File: src/design/bahd_pkg.sv
// Types, constants and helper functions shared by the Basic auth header decoder.
// No dependencies; the front end, queue, back end and top level refer to it by scoped names.
`timescale 1ns / 1ps

package bahd_pkg;

    localparam int HDR_LEN     = 21;
    localparam int QUEUE_DEPTH = 4;

    localparam logic [7:0] CHAR_NUL   = 8'h00;
    localparam logic [7:0] CHAR_LF    = 8'h0A;
    localparam logic [7:0] CHAR_CR    = 8'h0D;
    localparam logic [7:0] CHAR_SPACE = 8'h20;

    typedef enum logic [3:0] {
        PH_SEARCH = 4'b0001,
        PH_SKIP   = 4'b0010,
        PH_DECODE = 4'b0100,
        PH_AFTER  = 4'b1000
    } phase_t;

    // One queue entry: either a full group of four sextets or the end of a request
    typedef struct packed {
        logic        is_done;
        logic        found;
        logic [23:0] data;
    } entry_t;

    // Lower-case header text, one character per index
    function automatic logic [7:0] hdr_char(input logic [4:0] idx);
        logic [7:0] ch;
        unique case (idx)
            5'd0:    ch = 8'h61; // a
            5'd1:    ch = 8'h75; // u
            5'd2:    ch = 8'h74; // t
            5'd3:    ch = 8'h68; // h
            5'd4:    ch = 8'h6F; // o
            5'd5:    ch = 8'h72; // r
            5'd6:    ch = 8'h69; // i
            5'd7:    ch = 8'h7A; // z
            5'd8:    ch = 8'h61; // a
            5'd9:    ch = 8'h74; // t
            5'd10:   ch = 8'h69; // i
            5'd11:   ch = 8'h6F; // o
            5'd12:   ch = 8'h6E; // n
            5'd13:   ch = 8'h3A; // :
            5'd14:   ch = 8'h20;
            5'd15:   ch = 8'h62; // b
            5'd16:   ch = 8'h61; // a
            5'd17:   ch = 8'h73; // s
            5'd18:   ch = 8'h69; // i
            5'd19:   ch = 8'h63; // c
            5'd20:   ch = 8'h20;
            default: ch = 8'h00;
        endcase
        return ch;
    endfunction

    // Longest proper border of the first idx header characters
    function automatic logic [4:0] hdr_fallback(input logic [4:0] idx);
        logic [4:0] f;
        unique case (idx)
            5'd9,
            5'd17:   f = 5'd1;
            default: f = 5'd0;
        endcase
        return f;
    endfunction

    function automatic logic [7:0] to_lower(input logic [7:0] c);
        logic [7:0] r;
        r = c;
        if (c >= 8'h41 && c <= 8'h5A)
        begin
            r = c + 8'd32;
        end
        return r;
    endfunction

    // Base64 alphabet; anything else, '=' included, maps to zero
    function automatic logic [5:0] sextet_of(input logic [7:0] c);
        logic [5:0] d;
        d = 6'd0;
        if (c >= 8'h41 && c <= 8'h5A)
        begin
            d = 6'(c - 8'h41);
        end
        else if (c >= 8'h61 && c <= 8'h7A)
        begin
            d = 6'(c - 8'h61 + 8'd26);
        end
        else if (c >= 8'h30 && c <= 8'h39)
        begin
            d = 6'(c - 8'h30 + 8'd52);
        end
        else if (c == 8'h2B)
        begin
            d = 6'd62;
        end
        else if (c == 8'h2F)
        begin
            d = 6'd63;
        end
        return d;
    endfunction

endpackage

File: src/design/bahd_if.sv
// Valid/ready channel interfaces for request bytes and decoded results.
// Depends on nothing; used by the front end, back end and top level.
`timescale 1ns / 1ps

interface bahd_req_if;
    logic       valid;
    logic       ready;
    logic [7:0] req_byte;

    modport source (output valid, output req_byte, input ready);
    modport sink   (input valid, input req_byte, output ready);
endinterface

interface bahd_res_if;
    logic       valid;
    logic       ready;
    logic [7:0] out_byte;
    logic       byte_valid;
    logic       done_res;
    logic       found;

    modport source (output valid, output out_byte, output byte_valid,
                    output done_res, output found, input ready);
    modport sink   (input valid, input out_byte, input byte_valid,
                    input done_res, input found, output ready);
endinterface

File: src/design/bahd_front.sv
// Front end: takes request bytes, matches the header, skips spaces and packs sextets.
// Pushes one queue entry per full group or per request end. Uses bahd_pkg, bahd_if.
`timescale 1ns / 1ps

module bahd_front #(
    parameter int MAX_VALUE_CHARS = 64
) (
    input  logic                 clk,
    input  logic                 rst_n,
    bahd_req_if.sink             req,
    input  logic                 queue_full,
    output logic                 push,
    output bahd_pkg::entry_t     push_entry
);

    localparam int VCW = $clog2(MAX_VALUE_CHARS + 1);

    bahd_pkg::phase_t phase_reg, phase_next;
    logic [4:0]       match_count_reg, match_count_next;
    logic [17:0]      group_sextets_reg, group_sextets_next;
    logic [1:0]       group_position_reg, group_position_next;
    logic [VCW-1:0]   value_count_reg, value_count_next;
    logic             header_seen_reg, header_seen_next;

    logic       accept;
    logic [7:0] c;
    logic [7:0] lc;
    logic [4:0] m;
    logic [4:0] fb;
    logic [4:0] m_new;
    logic       take_val;
    logic [5:0] d;

    assign req.ready = !queue_full;
    assign accept    = req.valid && req.ready;
    assign c         = req.req_byte;
    assign lc        = bahd_pkg::to_lower(c);
    assign d         = bahd_pkg::sextet_of(c);

    // Restart matcher: at most two fallbacks since every border is one character long
    always_comb
    begin
        m  = (match_count_reg > 5'(bahd_pkg::HDR_LEN - 1)) ? 5'd0 : match_count_reg;
        fb = bahd_pkg::hdr_fallback(m);
        if (bahd_pkg::hdr_char(m) == lc)
        begin
            m_new = m + 5'd1;
        end
        else if (fb != 5'd0 && bahd_pkg::hdr_char(fb) == lc)
        begin
            m_new = fb + 5'd1;
        end
        else if (bahd_pkg::hdr_char(5'd0) == lc)
        begin
            m_new = 5'd1;
        end
        else
        begin
            m_new = 5'd0;
        end
    end

    always_comb
    begin
        phase_next          = phase_reg;
        match_count_next    = match_count_reg;
        group_sextets_next  = group_sextets_reg;
        group_position_next = group_position_reg;
        value_count_next    = value_count_reg;
        header_seen_next    = header_seen_reg;
        push                = 1'b0;
        push_entry          = '0;
        take_val            = 1'b0;

        if (accept)
        begin
            if (c == bahd_pkg::CHAR_NUL)
            begin
                push                = 1'b1;
                push_entry.is_done  = 1'b1;
                push_entry.found    = header_seen_reg;
                phase_next          = bahd_pkg::PH_SEARCH;
                match_count_next    = 5'd0;
                group_sextets_next  = 18'd0;
                group_position_next = 2'd0;
                value_count_next    = '0;
                header_seen_next    = 1'b0;
            end
            else
            begin
                unique case (phase_reg)
                    bahd_pkg::PH_SEARCH:
                    begin
                        if (m_new == 5'(bahd_pkg::HDR_LEN))
                        begin
                            match_count_next = 5'd0;
                            header_seen_next = 1'b1;
                            phase_next       = bahd_pkg::PH_SKIP;
                        end
                        else
                        begin
                            match_count_next = m_new;
                        end
                    end
                    bahd_pkg::PH_SKIP:
                    begin
                        if (c != bahd_pkg::CHAR_SPACE)
                        begin
                            phase_next = bahd_pkg::PH_DECODE;
                            take_val   = 1'b1;
                        end
                    end
                    bahd_pkg::PH_DECODE:
                    begin
                        take_val = 1'b1;
                    end
                    bahd_pkg::PH_AFTER:
                    begin
                        phase_next = bahd_pkg::PH_AFTER;
                    end
                    default:
                    begin
                        phase_next = bahd_pkg::PH_SEARCH;
                    end
                endcase

                if (take_val)
                begin
                    if (c == bahd_pkg::CHAR_CR || c == bahd_pkg::CHAR_LF)
                    begin
                        phase_next = bahd_pkg::PH_AFTER;
                    end
                    else if (value_count_reg < VCW'(MAX_VALUE_CHARS))
                    begin
                        value_count_next = value_count_reg + VCW'(1);
                        if (group_position_reg != 2'd3)
                        begin
                            group_sextets_next  = {group_sextets_reg[11:0], d};
                            group_position_next = group_position_reg + 2'd1;
                        end
                        else
                        begin
                            push                = 1'b1;
                            push_entry.data     = {group_sextets_reg, d};
                            group_sextets_next  = 18'd0;
                            group_position_next = 2'd0;
                        end
                    end
                end
            end
        end
    end

    always_ff @(posedge clk or negedge rst_n)
    begin
        if (!rst_n)
        begin
            phase_reg          <= bahd_pkg::PH_SEARCH;
            match_count_reg    <= 5'd0;
            group_sextets_reg  <= 18'd0;
            group_position_reg <= 2'd0;
            value_count_reg    <= '0;
            header_seen_reg    <= 1'b0;
        end
        else
        begin
            phase_reg          <= phase_next;
            match_count_reg    <= match_count_next;
            group_sextets_reg  <= group_sextets_next;
            group_position_reg <= group_position_next;
            value_count_reg    <= value_count_next;
            header_seen_reg    <= header_seen_next;
        end
    end

    a_seen_matches_phase: assert property (@(posedge clk) disable iff (!rst_n)
        (phase_reg == bahd_pkg::PH_SEARCH) == !header_seen_reg)
        else $error("header_seen out of step with phase");

    a_count_saturates: assert property (@(posedge clk) disable iff (!rst_n)
        value_count_reg <= VCW'(MAX_VALUE_CHARS))
        else $error("value count past limit");

endmodule

File: src/design/bahd_fifo.sv
// Short register queue of decoded groups and request-end marks between front and back.
// Uses bahd_pkg for the entry type and depth.
`timescale 1ns / 1ps

module bahd_fifo (
    input  logic              clk,
    input  logic              rst_n,
    input  logic              push,
    input  bahd_pkg::entry_t  push_entry,
    input  logic              pop,
    output bahd_pkg::entry_t  head,
    output logic              full,
    output logic              empty
);

    localparam int QD  = bahd_pkg::QUEUE_DEPTH;
    localparam int QAW = $clog2(QD);

    bahd_pkg::entry_t slots_reg [QD];
    logic [QAW-1:0]   wr_ptr_reg, wr_ptr_next;
    logic [QAW-1:0]   rd_ptr_reg, rd_ptr_next;
    logic [QAW:0]     count_reg, count_next;

    assign full  = (count_reg == (QAW+1)'(QD));
    assign empty = (count_reg == '0);
    assign head  = slots_reg[rd_ptr_reg];

    always_comb
    begin
        wr_ptr_next = push ? wr_ptr_reg + QAW'(1) : wr_ptr_reg;
        rd_ptr_next = pop ? rd_ptr_reg + QAW'(1) : rd_ptr_reg;
        count_next  = count_reg + (QAW+1)'(push) - (QAW+1)'(pop);
    end

    always_ff @(posedge clk)
    begin
        if (push)
        begin
            slots_reg[wr_ptr_reg] <= push_entry;
        end
    end

    always_ff @(posedge clk or negedge rst_n)
    begin
        if (!rst_n)
        begin
            wr_ptr_reg <= '0;
            rd_ptr_reg <= '0;
            count_reg  <= '0;
        end
        else
        begin
            wr_ptr_reg <= wr_ptr_next;
            rd_ptr_reg <= rd_ptr_next;
            count_reg  <= count_next;
        end
    end

    a_no_overflow: assert property (@(posedge clk) disable iff (!rst_n)
        push |-> (!full || pop))
        else $error("queue overflow");

    a_no_underflow: assert property (@(posedge clk) disable iff (!rst_n)
        pop |-> !empty)
        else $error("queue underflow");

endmodule

File: src/design/bahd_back.sv
// Back end: unpacks queue entries into one result transfer per cycle while res.ready is high,
// through an output register. Uses bahd_pkg and bahd_if.
`timescale 1ns / 1ps

module bahd_back (
    input  logic              clk,
    input  logic              rst_n,
    input  bahd_pkg::entry_t  head,
    input  logic              empty,
    output logic              pop,
    bahd_res_if.source        res
);

    logic        out_valid_reg, out_valid_next;
    logic [7:0]  out_byte_reg, out_byte_next;
    logic        byte_valid_reg, byte_valid_next;
    logic        done_res_reg, done_res_next;
    logic        found_reg, found_next;
    logic [15:0] rest_reg, rest_next;
    logic [1:0]  rem_reg, rem_next;
    logic        out_free;

    assign out_free       = !out_valid_reg || res.ready;
    assign res.valid      = out_valid_reg;
    assign res.out_byte   = out_byte_reg;
    assign res.byte_valid = byte_valid_reg;
    assign res.done_res   = done_res_reg;
    assign res.found      = found_reg;

    always_comb
    begin
        out_valid_next  = out_valid_reg;
        out_byte_next   = out_byte_reg;
        byte_valid_next = byte_valid_reg;
        done_res_next   = done_res_reg;
        found_next      = found_reg;
        rest_next       = rest_reg;
        rem_next        = rem_reg;
        pop             = 1'b0;

        if (out_free)
        begin
            if (rem_reg != 2'd0)
            begin
                // advance through the rest of the group
                out_valid_next  = 1'b1;
                out_byte_next   = rest_reg[15:8];
                byte_valid_next = 1'b1;
                done_res_next   = 1'b0;
                found_next      = 1'b0;
                rest_next       = {rest_reg[7:0], 8'h00};
                rem_next        = rem_reg - 2'd1;
            end
            else if (!empty)
            begin
                pop            = 1'b1;
                out_valid_next = 1'b1;
                if (head.is_done)
                begin
                    out_byte_next   = 8'h00;
                    byte_valid_next = 1'b0;
                    done_res_next   = 1'b1;
                    found_next      = head.found;
                    rem_next        = 2'd0;
                end
                else
                begin
                    out_byte_next   = head.data[23:16];
                    byte_valid_next = 1'b1;
                    done_res_next   = 1'b0;
                    found_next      = 1'b0;
                    rest_next       = head.data[15:0];
                    rem_next        = 2'd2;
                end
            end
            else
            begin
                out_valid_next = 1'b0;
            end
        end
    end

    always_ff @(posedge clk)
    begin
        out_byte_reg   <= out_byte_next;
        byte_valid_reg <= byte_valid_next;
        done_res_reg   <= done_res_next;
        found_reg      <= found_next;
        rest_reg       <= rest_next;
    end

    always_ff @(posedge clk or negedge rst_n)
    begin
        if (!rst_n)
        begin
            out_valid_reg <= 1'b0;
            rem_reg       <= 2'd0;
        end
        else
        begin
            out_valid_reg <= out_valid_next;
            rem_reg       <= rem_next;
        end
    end

    a_rem_needs_output: assert property (@(posedge clk) disable iff (!rst_n)
        (rem_reg != 2'd0) |-> (out_valid_reg && byte_valid_reg))
        else $error("group bytes pending without a byte in the output register");

endmodule

File: src/design/basic_auth_header_base64_decoder_top.sv
// Basic auth header decoder: one request byte accepted per cycle while the queue has room.
// A group's first decoded byte is registered in the queue, then in the output register,
// and its other two bytes follow it; a request-end item takes the same path.
// While res_ch is ready, output drains one result per cycle from the 4-entry group queue.
// Asynchronous active-low reset returns matcher, decoder, queue and output to idle.
`timescale 1ns / 1ps

module basic_auth_header_base64_decoder_top #(
    parameter int MAX_VALUE_CHARS = 64
) (
    input  logic        clk,
    input  logic        rst_n,
    bahd_req_if.sink    req_ch,
    bahd_res_if.source  res_ch
);

    logic             push;
    logic             pop;
    logic             queue_full;
    logic             queue_empty;
    bahd_pkg::entry_t push_entry;
    bahd_pkg::entry_t head;

    bahd_front #(
        .MAX_VALUE_CHARS (MAX_VALUE_CHARS)
    ) u_front (
        .clk        (clk),
        .rst_n      (rst_n),
        .req        (req_ch),
        .queue_full (queue_full),
        .push       (push),
        .push_entry (push_entry)
    );

    bahd_fifo u_fifo (
        .clk        (clk),
        .rst_n      (rst_n),
        .push       (push),
        .push_entry (push_entry),
        .pop        (pop),
        .head       (head),
        .full       (queue_full),
        .empty      (queue_empty)
    );

    bahd_back u_back (
        .clk   (clk),
        .rst_n (rst_n),
        .head  (head),
        .empty (queue_empty),
        .pop   (pop),
        .res   (res_ch)
    );

endmodule
File: src/flat_wrapper.sv
// flat-port wrapper written by rule: the top's interface ports become plain ports
module basic_auth_header_base64_decoder_top_flat 
#(
    parameter int MAX_VALUE_CHARS = 64
)
  (clk, rst_n, req_ch_valid, req_ch_req_byte, req_ch_ready, res_ch_valid, res_ch_out_byte, res_ch_byte_valid, res_ch_done_res, res_ch_found, res_ch_ready);
  bahd_req_if req_ch_i ();
  bahd_res_if res_ch_i ();
  input  logic clk;
  input  logic rst_n;
  input wire logic [$bits(req_ch_i.valid)-1:0] req_ch_valid;
  input wire logic [$bits(req_ch_i.req_byte)-1:0] req_ch_req_byte;
  output wire logic [$bits(req_ch_i.ready)-1:0] req_ch_ready;
  output wire logic [$bits(res_ch_i.valid)-1:0] res_ch_valid;
  output wire logic [$bits(res_ch_i.out_byte)-1:0] res_ch_out_byte;
  output wire logic [$bits(res_ch_i.byte_valid)-1:0] res_ch_byte_valid;
  output wire logic [$bits(res_ch_i.done_res)-1:0] res_ch_done_res;
  output wire logic [$bits(res_ch_i.found)-1:0] res_ch_found;
  input wire logic [$bits(res_ch_i.ready)-1:0] res_ch_ready;
  assign req_ch_i.valid = req_ch_valid;
  assign req_ch_i.req_byte = req_ch_req_byte;
  assign req_ch_ready = req_ch_i.ready;
  assign res_ch_valid = res_ch_i.valid;
  assign res_ch_out_byte = res_ch_i.out_byte;
  assign res_ch_byte_valid = res_ch_i.byte_valid;
  assign res_ch_done_res = res_ch_i.done_res;
  assign res_ch_found = res_ch_i.found;
  assign res_ch_i.ready = res_ch_ready;
  basic_auth_header_base64_decoder_top #(.MAX_VALUE_CHARS(MAX_VALUE_CHARS)) u_core (.clk(clk), .rst_n(rst_n), .req_ch(req_ch_i), .res_ch(res_ch_i));
endmodule
File: config.mk
export PLATFORM = sky130hd
export DESIGN_NAME = basic_auth_header_base64_decoder_top_flat
export DESIGN_NICKNAME = d
export VERILOG_FILES = /design/src/design/bahd_pkg.sv /design/src/design/bahd_if.sv /design/src/design/bahd_front.sv /design/src/design/bahd_fifo.sv /design/src/design/bahd_back.sv /design/src/design/basic_auth_header_base64_decoder_top.sv /design/src/flat_wrapper.sv
export SDC_FILE = /design/constraint.sdc
export NUM_CORES = 1
export LEC_CHECK = 0
export ABC_CLOCK_PERIOD_IN_PS = 5750
export BUFFER_PORTS_ARGS = -buffer_cell sky130_fd_sc_hd__buf_2
export CORE_MARGIN = 8
export CORE_UTILIZATION = 65
export DETAILED_ROUTE_END_ITERATION = 7
export PLACE_DENSITY = 0.89
export SLEW_MARGIN = 0
export SYNTH_ARGS = -nofsm -noshare
export SYNTH_HDL_FRONTEND = slang
export SYNTH_SLANG_ARGS = --single-unit
File: constraint.sdc
create_clock -name clk -period 5.75 [get_ports clk]
set_input_delay 1.15 -clock clk [delete_from_list [all_inputs] [get_ports clk]]
set_output_delay 1.15 -clock clk [all_outputs]
set_load 0.005 [all_outputs]
# Yosys cells after proc, flatten, opt, wreduce, memory -nomap -nowiden
# Memories as Yosys holds them, arrays and structs flattened.
# Cells that the tools add are included.
dict set report totals {
  reg_bits 74
  ram_bits 104
  romBits 448
  inputBits 12
  out_inout_bits 13
  n_memories 3
}
dict set report classes {
  addsub 15
  order_cmp 8
  eq_ne 20
  n_mux 76
  reduce_logical 23
}
# name words width rd rd_clocked_by_memory_dff wr line
set memory_table {}
lappend memory_table {{(name not given)} 32 7 1 0 0 bahd_pkg.sv:32} ;# unique case (idx)
lappend memory_table {{(name not given)} 32 7 1 0 0 bahd_pkg.sv:32}
lappend memory_table {u_core.u_fifo.slots_reg 4 26 1 0 1 bahd_fifo.sv:19} ;# bahd_pkg::entry_t slots_reg [QD];
# op count
set op_table {}
lappend op_table {{24-bit two-way mux} 5}
lappend op_table {{18-bit two-way mux} 5}
lappend op_table {{16-bit two-way mux} 3}
lappend op_table {{8-bit two-way mux} 5}
lappend op_table {{5-bit two-way mux} 6}
lappend op_table {{6-bit two-way mux} 5}
lappend op_table {{7-bit two-way mux} 4}
lappend op_table {{1-bit two-way mux} 26}
lappend op_table {{26-bit two-way mux} 1}
lappend op_table {{4-bit two-way mux} 5}
lappend op_table {{2-bit two-way mux} 9}
lappend op_table {{8-bit by 4-bit equality test with 1-bit output (second input constant)} 2}
lappend op_table {{8-bit by 6-bit equality test with 1-bit output (second input constant)} 2}
lappend op_table {{8-bit equality test} 2}
lappend op_table {{8-bit by 7-bit >= comparator with 1-bit output (second input constant)} 2}
lappend op_table {{8-bit by 7-bit less-or-equal comparator with 1-bit output (second input constant)} 2}
lappend op_table {{4-bit case mux with 4 select lines} 1}
lappend op_table {{6-bit subtractor (second input constant)} 2}
lappend op_table {{5-bit by 1-bit adder with 5-bit output (second input constant)} 2}
lappend op_table {{5-bit equality test (second input constant)} 2}
lappend op_table {{2-bit nonzero test} 5}
lappend op_table {{8-bit by 6-bit adder with 8-bit output (second input constant)} 1}
lappend op_table {{7-bit by 8-bit equality test with 1-bit output (first input constant)} 1}
lappend op_table {{8-bit by 6-bit >= comparator with 1-bit output (second input constant)} 1}
lappend op_table {{other kinds (31)} 43}

# Logic depth before layout (Yosys ltp)
# An unclocked memory read counts as a cell.
dict set report depth {
  depth_word 17
  depth_mapped 13
  depth_no_buf 12
}

# By module
# From an unflattened synthesis, not the netlist that was laid out.
dict set report unflattened {
  cells_unflattened 652
  hier_area_um2 8600.7
}
# mod instances cells_per_inst area_each_um2 seq_area_each_um2
set modules_own_cells {}
lappend modules_own_cells {bahd_fifo 1 170 4190.3 3298.2}
lappend modules_own_cells {bahd_front 1 372 3121.7 927.1}
lappend modules_own_cells {bahd_back 1 110 1288.7 885.8}

# Worst setup path before layout
# No wires, ideal clock.
dict set report synth_timing {
  path_type {input -> register}
  start {input req_ch_req_byte[2]}
  end {memory u_core.u_fifo.slots_reg[0][0] (netlist name) (enable)}
  arrival_ps 3574
  required_time_ps 5365
  slack_ps 1791
  path_stages 9
  cell_sequence {clkbuf_1 > inv_1 > ha_1 > clkbuf_1 > a41o_1 > a2111oi_4 > a21oi_1 > nor2_2 > and2_1}
}
dict set report synth_between {
  elab_chain_cells 10
  elab_cells_between_ends 15
  cone_classes {eq/ne (3); mux (10); reduce/logical (2)}
}
# item line
set synth_lines {}
lappend synth_lines {{start: declaration} flat_wrapper.sv:12} ;# input wire logic [$bits(req_ch_i.req_byte)-1:0] req_ch_req_byte;
lappend synth_lines {{8-bit by 6-bit != test with 1-bit output} bahd_front.sv:107} ;# if (c != bahd_pkg::CHAR_SPACE)
lappend synth_lines {{1-bit two-way mux} bahd_front.sv:107}
lappend synth_lines {{1-bit case mux with 2 select lines} bahd_front.sv:91} ;# unique case (phase_reg)
lappend synth_lines {{1-bit two-way mux} bahd_front.sv:77} ;# if (c == bahd_pkg::CHAR_NUL)
lappend synth_lines {{1-bit two-way mux} bahd_front.sv:75} ;# if (accept)
lappend synth_lines {{1-bit two-way mux} bahd_front.sv:127} ;# if (take_val)
lappend synth_lines {{1-bit two-way mux *} bahd_front.sv:77}
lappend synth_lines {{1-bit two-way mux *} bahd_front.sv:75}
lappend synth_lines {{named net u_core.push} basic_auth_header_base64_decoder_top.sv:17} ;# logic push;
lappend synth_lines {{1-bit two-way mux *} bahd_fifo.sv:37} ;# if (push)
lappend synth_lines {{1-bit two-way mux (implied by the code) *} bahd_fifo.sv:39} ;# slots_reg[wr_ptr_reg] <= push_entry;
lappend synth_lines {{end: declaration} bahd_fifo.sv:19}
# The timed path passes the listed nets; every way through them passes the cells marked *. The select of a mux whose other input is x is not followed.

# Worst setup path in the final report
dict set report layout_timing {
  start {input req_ch_req_byte[2]}
  end {register u_core.u_fifo.count_reg[2]}
}
dict set report layout_between {
  elab_chain_cells 10
  elab_cells_between_ends 15
  cone_classes {add/sub (2); eq/ne (3); mux (8); reduce/logical (2)}
}
# item line
set layout_lines {}
lappend layout_lines {{8-bit by 6-bit != test with 1-bit output} bahd_front.sv:107}
lappend layout_lines {{1-bit two-way mux} bahd_front.sv:107}
lappend layout_lines {{1-bit case mux with 2 select lines} bahd_front.sv:91}
lappend layout_lines {{1-bit two-way mux} bahd_front.sv:77}
lappend layout_lines {{1-bit two-way mux} bahd_front.sv:75}
lappend layout_lines {{1-bit two-way mux} bahd_front.sv:127}
lappend layout_lines {{1-bit two-way mux *} bahd_front.sv:77}
lappend layout_lines {{1-bit two-way mux *} bahd_front.sv:75}
lappend layout_lines {{named net u_core.push} basic_auth_header_base64_decoder_top.sv:17}
lappend layout_lines {{3-bit by 1-bit adder with 3-bit output *} bahd_fifo.sv:32} ;# count_next = count_reg + (QAW+1)'(push) - (QAW+1)'(pop);
lappend layout_lines {{3-bit by 1-bit subtractor with 3-bit output *} bahd_fifo.sv:32}
lappend layout_lines {{named net u_core.u_fifo.count_next[2]} bahd_fifo.sv:22} ;# logic [QAW:0] count_reg, count_next;
lappend layout_lines {{end signal: assignment} bahd_fifo.sv:55} ;# count_reg <= count_next;
lappend layout_lines {{end: declaration} bahd_fifo.sv:22}
# Marked as above.
# A chain may end at the register's enable or synchronous reset.

==> results.json <==
{
  "synthCells": 678,
  "grt_pass1_vias": 5823,
  "vias": 5665,
  "clk_latency_ns": 0.42,
  "required_ns": 6.09,
  "syn2layout_area_growth_pct": 9.82,
  "grt_pass1_wl_um": 31200,
  "routed_via_density": 6.41,
  "num_rows": 42,
  "grt_util_met2_pct": 40.0,
  "cts_max_path_buffers": 2,
  "ys_async_sr_fraction_pct": 26.4,
  "slowest_stage": "a2111oi_4",
  "use_met1_pct": 26.4,
  "drt-total-wl_um": 19300,
  "synth_fp_nets": 718,
  "fin_setup_tns_ns": 0,
  "synth_area_per_cell_sq_um": 12.7,
  "peakVddDrop_uv": 220,
  "dr.pass1.iters": 5,
  "outcome": "completed",
  "cpPeakStageDelay_ns": 0.49,
  "yosys_warnings": 0,
  "root_buffer": "clkbuf_16",
  "skew_ns": 0.00956,
  "critPathKind": "in2reg",
  "diodes": 0,
  "chipWidth_um": 131,
  "fillCellCount": 794,
  "dieHeight_um": 131,
  "drive_above_1_share_pct": 16.2,
  "start_util_pct": 65.8,
  "cts-buffers-inserted": 17,
  "cts_tree": "built",
  "final_antenna_net_count": 0,
  "syn_area_sq_um": 8620,
  "slew_headroom_pct": 12.3,
  "place_congestion": 0.907,
  "worst_setup_path_end_kind": "flip-flop",
  "fin_crit_ns": 3.68,
  "grt_antenna_before_repair": 0,
  "ys_seq_elements": 178,
  "critPathMaxFanout": 14,
  "core_sq_um": 13100,
  "whs_ns": 0.498,
  "grt_most_used_layer": "met2",
  "synth_common_cells": "edfxtp_1, nand2_1, dfrtp_1",
  "yosysMostFrequentCell": "edfxtp_1",
  "p_total_mw": 3.55,
  "clkTransAtPathRegs_ns": 0.07,
  "grt_util_all_layers_pct": 23.0,
  "die-area_sq_um": 17200,
  "nets": 735,
  "arrival_ns": 4.01,
  "worst_slew_pin_slew_ns": 1.32,
  "io_buffers": 24,
  "power.density_nw_per_um2": 375,
  "clkSinkCount": 178,
  "gr-total-overflow": 0,
  "drt-initial-drc-count": 477,
  "use_met3_pct": 5.03,
  "slew_viol_final": 0,
  "fmax_mhz": 272,
  "setup_viol": 0,
  "cap_violations": 0,
  "yosysSeqAreaShare_pct": 59.3,
  "final_util_pct": 72.3,
  "wl_per_cell_um": 21.8,
  "io_pins": 25,
  "synth.distinct_cells": 73,
  "hp-class": "reg2reg",
  "post-route-period-util_pct": 63.9,
  "largest_reg_flops": 104,
  "hold_buffers": 0,
  "synth-main-ff-cell": "edfxtp_1",
  "cts_max_level": 4,
  "post_cts_buffers": 0,
  "drc": 0,
  "cp-start-kind": "input pin",
  "place.detailed.hpwl_um": 12900,
  "cp_cell_sequence": "buf_2 -> inv_1 -> ha_1 -> nand2_1 -> a2111oi_2 -> a2111oi_4 -> a21oi_1 -> nor2_2 -> ha_1 -> inv_1 -> fa_1 -> xnor2_1 -> xnor2_1",
  "hold_viol": 0,
  "yosysTopAreaCell": "edfxtp_1",
  "synthTopCellsByArea": "edfxtp_1, dfrtp_1, mux4_2, nand2_1, ha_1",
  "cts_resized": 0,
  "rsz0062_at_grt": "no",
  "synth-edff-count": 131,
  "synth.top_cell.area_share_pct": 45.7,
  "grt_max_degree": 48,
  "leakage_nw": 3.45
}
-- through the flow --
step                worst slack (ns)  std cells  area [sq um]
global placement                1.82        852          8860
global route                    1.85        884          9460
CTS                             2.11        884          9460
finish                          2.07        884          9460
detailed placement              1.71        852          8860
floorplan                       1.79        678          8620
-- worst paths after layout --
check                      slack, ns                                    to                            startpoint  depth (start not counted)
max                             2.07            u_core.u_fifo.count_reg[2]                    req_ch_req_byte[2]                         13
min                             0.50  u_core.u_front.group_sextets_reg[13]  u_core.u_front.group_sextets_reg[13]                          2
max reg2reg                     2.40     u_core.u_front.match_count_reg[1]     u_core.u_front.match_count_reg[2]                         10
min reg2reg                     0.50  u_core.u_front.group_sextets_reg[13]  u_core.u_front.group_sextets_reg[13]                          2
max in group asynchronous       4.49           u_core.u_fifo.rd_ptr_reg[0]                                 rst_n                          2
min in group asynchronous       0.82           u_core.u_fifo.rd_ptr_reg[1]                                 rst_n                          2
-- placed cells by master (no fill, tap or decap), types with 7 or more instances in the layout --
cell type	count
edfxtp_1	131
nand2_1	99
dfrtp_1	45
and2_1	39
o21ai_0	38
nor2_1	32
ha_1	27
mux4_2	26
buf_2	24
inv_1	23
a21oi_1	18
clkbuf_16	17
xnor2_1	13
nand3b_1	12
nor3_1	10
a31oi_1	9
buf_4	7
-- kinds of logic (layout without fill, tap and decap cells) --
group                    count (synthesis)  count (layout)  share of synthesized area [%]
buffers and inverters                   56              86                           2.72
multiplexers                            33              33                           7.65
adder cells (fa/ha/maj)                 28              28                           4.15
AND/OR/NAND/NOR                        251             251                           15.3
XOR/XNOR                                16              16                           1.63
flip-flops                             178             178                           59.3
AO/OA/AOI/OAI                          116             116                           9.24
-- where the power goes --
part,switching (mW),leakage (nW),internal (mW),total (mW)
clock network,0.510,0.294,0.657,1.17
logic,0.374,1.40,0.331,0.705
registers,0.144,1.76,1.53,1.68
-- critical path, delay by kind of cell --
kind	cells	cell delay (ns)
AO/OA/AOI/OAI	3	0.77
XOR/XNOR	2	0.36
buffers and inverters	3	0.42
adder cells (fa/ha/maj)	3	0.87
AND/OR/NAND/NOR	2	0.43
-- cell type report --
type / count / area [sq um] / share of cell area (%)
clock buffers: 17 / 425 / 4.50
repair buffers: 31 / 173 / 1.82
clock inverters: 15 / 174 / 1.84
inverters: 23 / 86.3 / 0.912
flip-flops and latches: 178 / 5110 / 54.0
multi-input cells: 444 / 3270 / 34.6
well taps: 176 / 220 / 2.33
-- layer usage --
layer	part of all wire, %	wire (um)	vias to the layer above
li1	-	-	2531
met1	38	7230	2831
met2	53	10300	264
met3	5.9	1140	39
met4	3.2	614	0
met5	0	0	-
Note: power is estimated with default switching activity, not from simulation.
